[src/prect_pkg.sv]
// ----------------------------------------------------------------------------
// Placement rectangle adjust: shared definitions
// Fixed-point widths, register indexes, mode codes and divider sizing.
// ----------------------------------------------------------------------------
package prect_pkg;

  localparam int Q_W     = 32;          // Q16.16 word
  localparam int Q_FRAC  = 16;
  localparam int DIV_QB  = Q_W - 1;     // quotient bits below the saturation point
  localparam int ROT_W   = 25;
  localparam int CNT_W   = 16;
  localparam int DELTA_W = 26;
  localparam int PAGE_W  = 16;
  localparam int SLOT_W  = 4;
  localparam int CFG_IDX_W = 3;

  localparam int TARGET_SLOTS_DEF = 16;

  localparam logic [26:0] FULL_TURN = 27'd23592960;   // 360 degrees, Q16.16

  typedef enum logic [CFG_IDX_W-1:0] {
    CFG_ADJUST_MODE    = 3'd0,
    CFG_APPLY_ALL      = 3'd1,
    CFG_ROTATION_DELTA = 3'd2,
    CFG_PARAM_A        = 3'd3,
    CFG_PARAM_B        = 3'd4,
    CFG_PARAM_C        = 3'd5,
    CFG_PARAM_D        = 3'd6
  } cfg_idx_t;

  localparam logic [2:0] MODE_SCALE  = 3'd0;
  localparam logic [2:0] MODE_CROP   = 3'd1;
  localparam logic [2:0] MODE_EXTEND = 3'd2;
  localparam logic [2:0] MODE_FIT    = 3'd3;
  localparam logic [2:0] MODE_FILL   = 3'd4;

endpackage

[src/prect_div.sv]
// ----------------------------------------------------------------------------
// Placement rectangle adjust: pipelined divider
// Computes floor(num * 2^16 / den) for a positive num and den, one quotient
// bit per stage. Only valid when the quotient is below 2^31.
// ----------------------------------------------------------------------------
module prect_div (
  input  logic                       clk,
  input  logic                       en,
  input  logic [prect_pkg::DIV_QB-1:0] num_i,
  input  logic [prect_pkg::DIV_QB-1:0] den_i,
  output logic [prect_pkg::DIV_QB-1:0] quot_o
);
  import prect_pkg::*;

  logic [DIV_QB-1:0] rem_r  [DIV_QB];
  logic [DIV_QB-1:0] bits_r [DIV_QB];
  logic [DIV_QB-1:0] den_r  [DIV_QB];
  logic [DIV_QB-1:0] quot_r [DIV_QB];

  logic [DIV_QB-1:0] rem_nxt  [DIV_QB];
  logic [DIV_QB-1:0] bits_nxt [DIV_QB];
  logic [DIV_QB-1:0] quot_nxt [DIV_QB];

  for (genvar g = 0; g < DIV_QB; g++) begin : g_step
    logic [DIV_QB-1:0] rem_in;
    logic [DIV_QB-1:0] bits_in;
    logic [DIV_QB-1:0] den_in;
    logic [DIV_QB-1:0] quot_in;
    logic [DIV_QB:0]   trial;
    logic              ge;

    if (g == 0) begin : g_first
      // upper dividend bits are already below den when the quotient fits
      assign rem_in  = DIV_QB'(num_i >> (DIV_QB - Q_FRAC));
      assign bits_in = DIV_QB'(num_i << Q_FRAC);
      assign den_in  = den_i;
      assign quot_in = '0;
    end else begin : g_next
      assign rem_in  = rem_r[g-1];
      assign bits_in = bits_r[g-1];
      assign den_in  = den_r[g-1];
      assign quot_in = quot_r[g-1];
    end

    assign trial       = {rem_in, bits_in[DIV_QB-1]};
    assign ge          = trial >= {1'b0, den_in};
    assign rem_nxt[g]  = ge ? DIV_QB'(trial - {1'b0, den_in}) : trial[DIV_QB-1:0];
    assign bits_nxt[g] = {bits_in[DIV_QB-2:0], 1'b0};
    assign quot_nxt[g] = {quot_in[DIV_QB-2:0], ge};

    always_ff @(posedge clk) begin
      if (en) begin
        rem_r[g]  <= rem_nxt[g];
        bits_r[g] <= bits_nxt[g];
        den_r[g]  <= den_in;
        quot_r[g] <= quot_nxt[g];
      end
    end
  end

  assign quot_o = quot_r[DIV_QB-1];

endmodule

[config.mk]
export PLATFORM = sky130hd
export DESIGN_NAME = prect_div
export DESIGN_NICKNAME = d
export VERILOG_FILES = /design/src/prect_pkg.sv /design/src/prect_div.sv
export SDC_FILE = /design/constraint.sdc
export NUM_CORES = 2
export LEC_CHECK = 0
export ABC_AREA = 0
export BUFFER_PORTS_ARGS = -buffer_cell sky130_fd_sc_hd__buf_2
export CAP_MARGIN = 20
export CORE_MARGIN = 10
export CORE_UTILIZATION = 60
export DETAILED_ROUTE_END_ITERATION = 7
export PLACE_DENSITY_LB_ADDON = 0.12
export SLEW_MARGIN = 30
export SYNTH_ARGS = -nofsm -noshare
export SYNTH_HDL_FRONTEND = slang
export SYNTH_SLANG_ARGS = --single-unit
[constraint.sdc]
create_clock -name clk -period 4.1 [get_ports clk]
set_clock_uncertainty 0.05 [all_clocks]
set_input_delay 0 -clock clk [delete_from_list [all_inputs] [get_ports clk]]
set_output_delay 0 -clock clk [all_outputs]
set_load 0.05 [all_outputs]
==> flow_summary.json <==
{
  "routed_wl_um": 295000,
  "dp_hpwl_um": 218000,
  "max_freq_ghz": 0.255,
  "drt_iter0_markers": 6117,
  "setup.worst_path.start_class": "flop",
  "dieArea_um2": 240000,
  "numPortBuffers": 94,
  "start_util_pct": 60.3,
  "holdWs_ns": 0.0818,
  "vias": 86000,
  "syn_nets": 12200,
  "synth.area.mux_share_pct": 4.22,
  "syn_area_per_cell_um2": 11.9,
  "clk_path_buf_depth": 4,
  "synth-main-ff-cell": "edfxtp_1",
  "end_kind": "flop",
  "synth-edff-count": 2461,
  "setup_viol": 0,
  "synth_top_family_by_area": "compound AO/OA/AOI/OAI gates",
  "overflow": 0,
  "grt_pass1_wl_um": 463000,
  "hold_violations": 0,
  "htreeDepth": 5,
  "fp-row-count": 172,
  "root_buffer": "clkbuf_16",
  "antenna_found_initial": 1,
  "core_um2": 220000,
  "arrival_ns": 4.51,
  "synth-compound-area-share_pct": 13.7,
  "gp_congestion": 0.917,
  "hp-class": "primary input to flop",
  "synth-xor-area-share_pct": 5.09,
  "clk_latency_ns": 0.91,
  "cts_buffers": 280,
  "fin_nets": 12600,
  "viasPerCell": 5.88,
  "drtAntennaViolNets": 0,
  "async_flop_share_pct": 0,
  "track_usage_pct": 24.1,
  "period_share_pct": 95.8,
  "multi_input_area_um2": 53400,
  "clk_pin_slew_ns": 0.07,
  "grt_max_degree": 118,
  "p_per_area_nw_per_um2": 803,
  "cts_tree": "built",
  "run_status": "finished, final reports clean",
  "wire_per_inst_um": 20.2,
  "pin_count": 95,
  "drc": 0,
  "synth-seq-area-share_pct": 55.8,
  "synth-simple-area-share_pct": 7.76,
  "layout-drive-gt1-share_pct": 10.4,
  "tightest_slew_ns": 1.07,
  "utilization_pct": 67.4,
  "synth_cell_types": 105,
  "drtPass1Iterations": 6,
  "syn_area_um2": 132000,
  "worstPathMaxFanout": 28,
  "slew_headroom_pct": 28.5,
  "die_w_um": 490,
  "cts.sinks": 2461,
  "n_fill_cell": 16100,
  "die_h_um": 490,
  "synthCells": 11100,
  "grt_pass1_vias": 85500,
  "post-route-min-period_ns": 3.93,
  "synth_fa_ha_area_share_pct": 9.39,
  "ys_warn_count": 0,
  "critPathRequiredTime_ns": 4.68,
  "ff_latch_area_um2": 73900,
  "slew_viol_final": 0,
  "synthToLayoutAreaGrowth_pct": 11.7,
  "critPathKind": "flop to flop",
  "leakage_nw": 60.8,
  "maxCapViolCount": 0,
  "vdd_drop_max_mv": 0.465,
  "ys_seq_elements": 2461
}
-- cell usage in the layout (no fill, tap or decap), types with 47 or more instances in the layout --
cell type	n
edfxtp_1	2461
inv_1	1172
ha_1	946
a21oi_1	914
nand2_1	622
nor2_1	601
o21ai_0	587
a21o_1	512
xnor2_1	495
mux2_2	439
clkbuf_16	285
xor2_1	274
nand3_1	180
o21a_1	140
dlygate4sd3_1	135
nand2b_1	131
nand4_1	127
nor2b_1	122
buf_4	112
o21bai_1	98
a31oi_1	96
nor3_1	94
buf_2	93
a211oi_1	79
and3_1	73
buf_12	50
o31ai_1	47
-- stage by stage --
stage | total power [mW] | setup slack (ns) | TNS [ns] | cells | area (µm²)
after global routing | 126 | -0.0214 | -0.0214 | 14600 | 148000
after detailed placement | 93.6 | 0.136 | 0 | 14000 | 137000
after global placement | 92.5 | 0.181 | 0 | 14000 | 137000
final | 119 | 0.172 | 0 | 14600 | 148000
after CTS | 119 | 0.105 | 0 | 14600 | 148000
after floorplan | 79.7 | 0.557 | 0 | 11100 | 132000
-- timing repair --
action,4_1_cts,5_1_grt
endpoints found under the hold margin,610,0
endpoints found under the setup margin,0,238
buffers inserted,0,5
resized for setup,0,16
hold buffers,135,0
-- critical path, stage by stage (launching register included) --
cell and delay, ns:
edfxtp_1 0.40, ha_1 0.40, a21o_1 0.19, a21o_1 0.17, a21o_1 0.20, a41oi_1 0.25
nand3_1 0.22, o21ai_1 0.34, a21oi_1 0.15, o311a_1 0.38, a2111oi_4 0.29, buf_12 0.24
mux2_2 0.36
-- area by class of cell --
| class | instances | area share, % |
|---|---|---|
| Clock buffer | 327 | 4.93 |
| Tap cell | 2871 | 2.43 |
| Sequential cell | 2461 | 50.0 |
| Clock inverter | 148 | 1.10 |
| Multi-Input combinational cell | 7258 | 36.1 |
| Inverter | 1173 | 2.98 |
| Timing Repair Buffer | 390 | 2.47 |
| Antenna cell | 1 | 0.00169 |
-- where the power goes --
group          switching (mW)  internal [mW]  total, mW
clock                    9.78           14.7       24.5
combinational            28.8           24.1       52.8
sequential               4.33           37.0       41.4
total                    42.9           75.8        119
-- cell usage after synthesis (16+ instances only) --
cell type  count  area, µm²
nor2b_1      122        763
o211ai_1      32        240
o21bai_1      98        736
clkbuf_1     147        552
o21ai_0      591       2960
o31a_1        22        193
a21boi_0      34        255
ha_1         946      11800
buf_2         48        240
fa_1          30        601
a211oi_1      79        593
xor2_1       274       2400
nand3b_1      17        128
a211o_1       25        219
and2_1        41        257
a31oi_1      103        644
and3_1        73        457
o41ai_1       16        140
nand3_1      181        906
o21a_1       140       1050
or3_1         30        188
nand4_1      127        795
a21o_1       514       3860
nand2_1      622       2330
o31ai_1       48        360
and4_1        23        201
edfxtp_1    2461      73900
o21ai_1       29        145
inv_1       1172       4400
nor4_1        18        113
nor2_1       601       2260
a21oi_1      917       4590
a41oi_1       16        140
mux2_2       439       4940
nor3_1        95        475
mux2_4        20        300
or2_2         34        213
mux2i_1       28        280
nand2b_1     131        820
xnor2_1      495       4340
-- logic make-up (layout without fill, tap and decap cells) --
group / count (synthesis) / after routing
buffers and inverters: 1395 / 2038
XOR/XNOR: 769 / 769
multiplexers: 493 / 493
other: 0 / 1
adder cells (fa/ha/maj): 976 / 976
AND/OR/NAND/NOR: 2159 / 2159
AO/OA/AOI/OAI: 2861 / 2861
flip-flops: 2461 / 2461
-- metal layers --
metal	GRT usage (%)	wire length [µm]
met5	0	0
met4	9.42	12400
met3	2.88	11700
met2	42.9	150000
met1	29.9	122000
-- sequential cells by signal, indices dropped and copies added (netlist names) --
signal	flops
bits_r	105
den_r	930
quot_r	496
rem_r	930
-- final timing paths --
path / startpoint / to / slack [ns] / cells past startpoint
worst max register to register: rem_r[0][161] / rem_r[0][198] / 0.17 / 12
worst min register to register: quot_r[1][264] / quot_r[1][296] / 0.36 / 0
worst min-delay path: den_i[25] / rem_r[0][27] / 0.08 / 4
worst max-delay path: rem_r[0][161] / rem_r[0][198] / 0.17 / 12
Note: power is estimated with default switching activity, not from simulation.
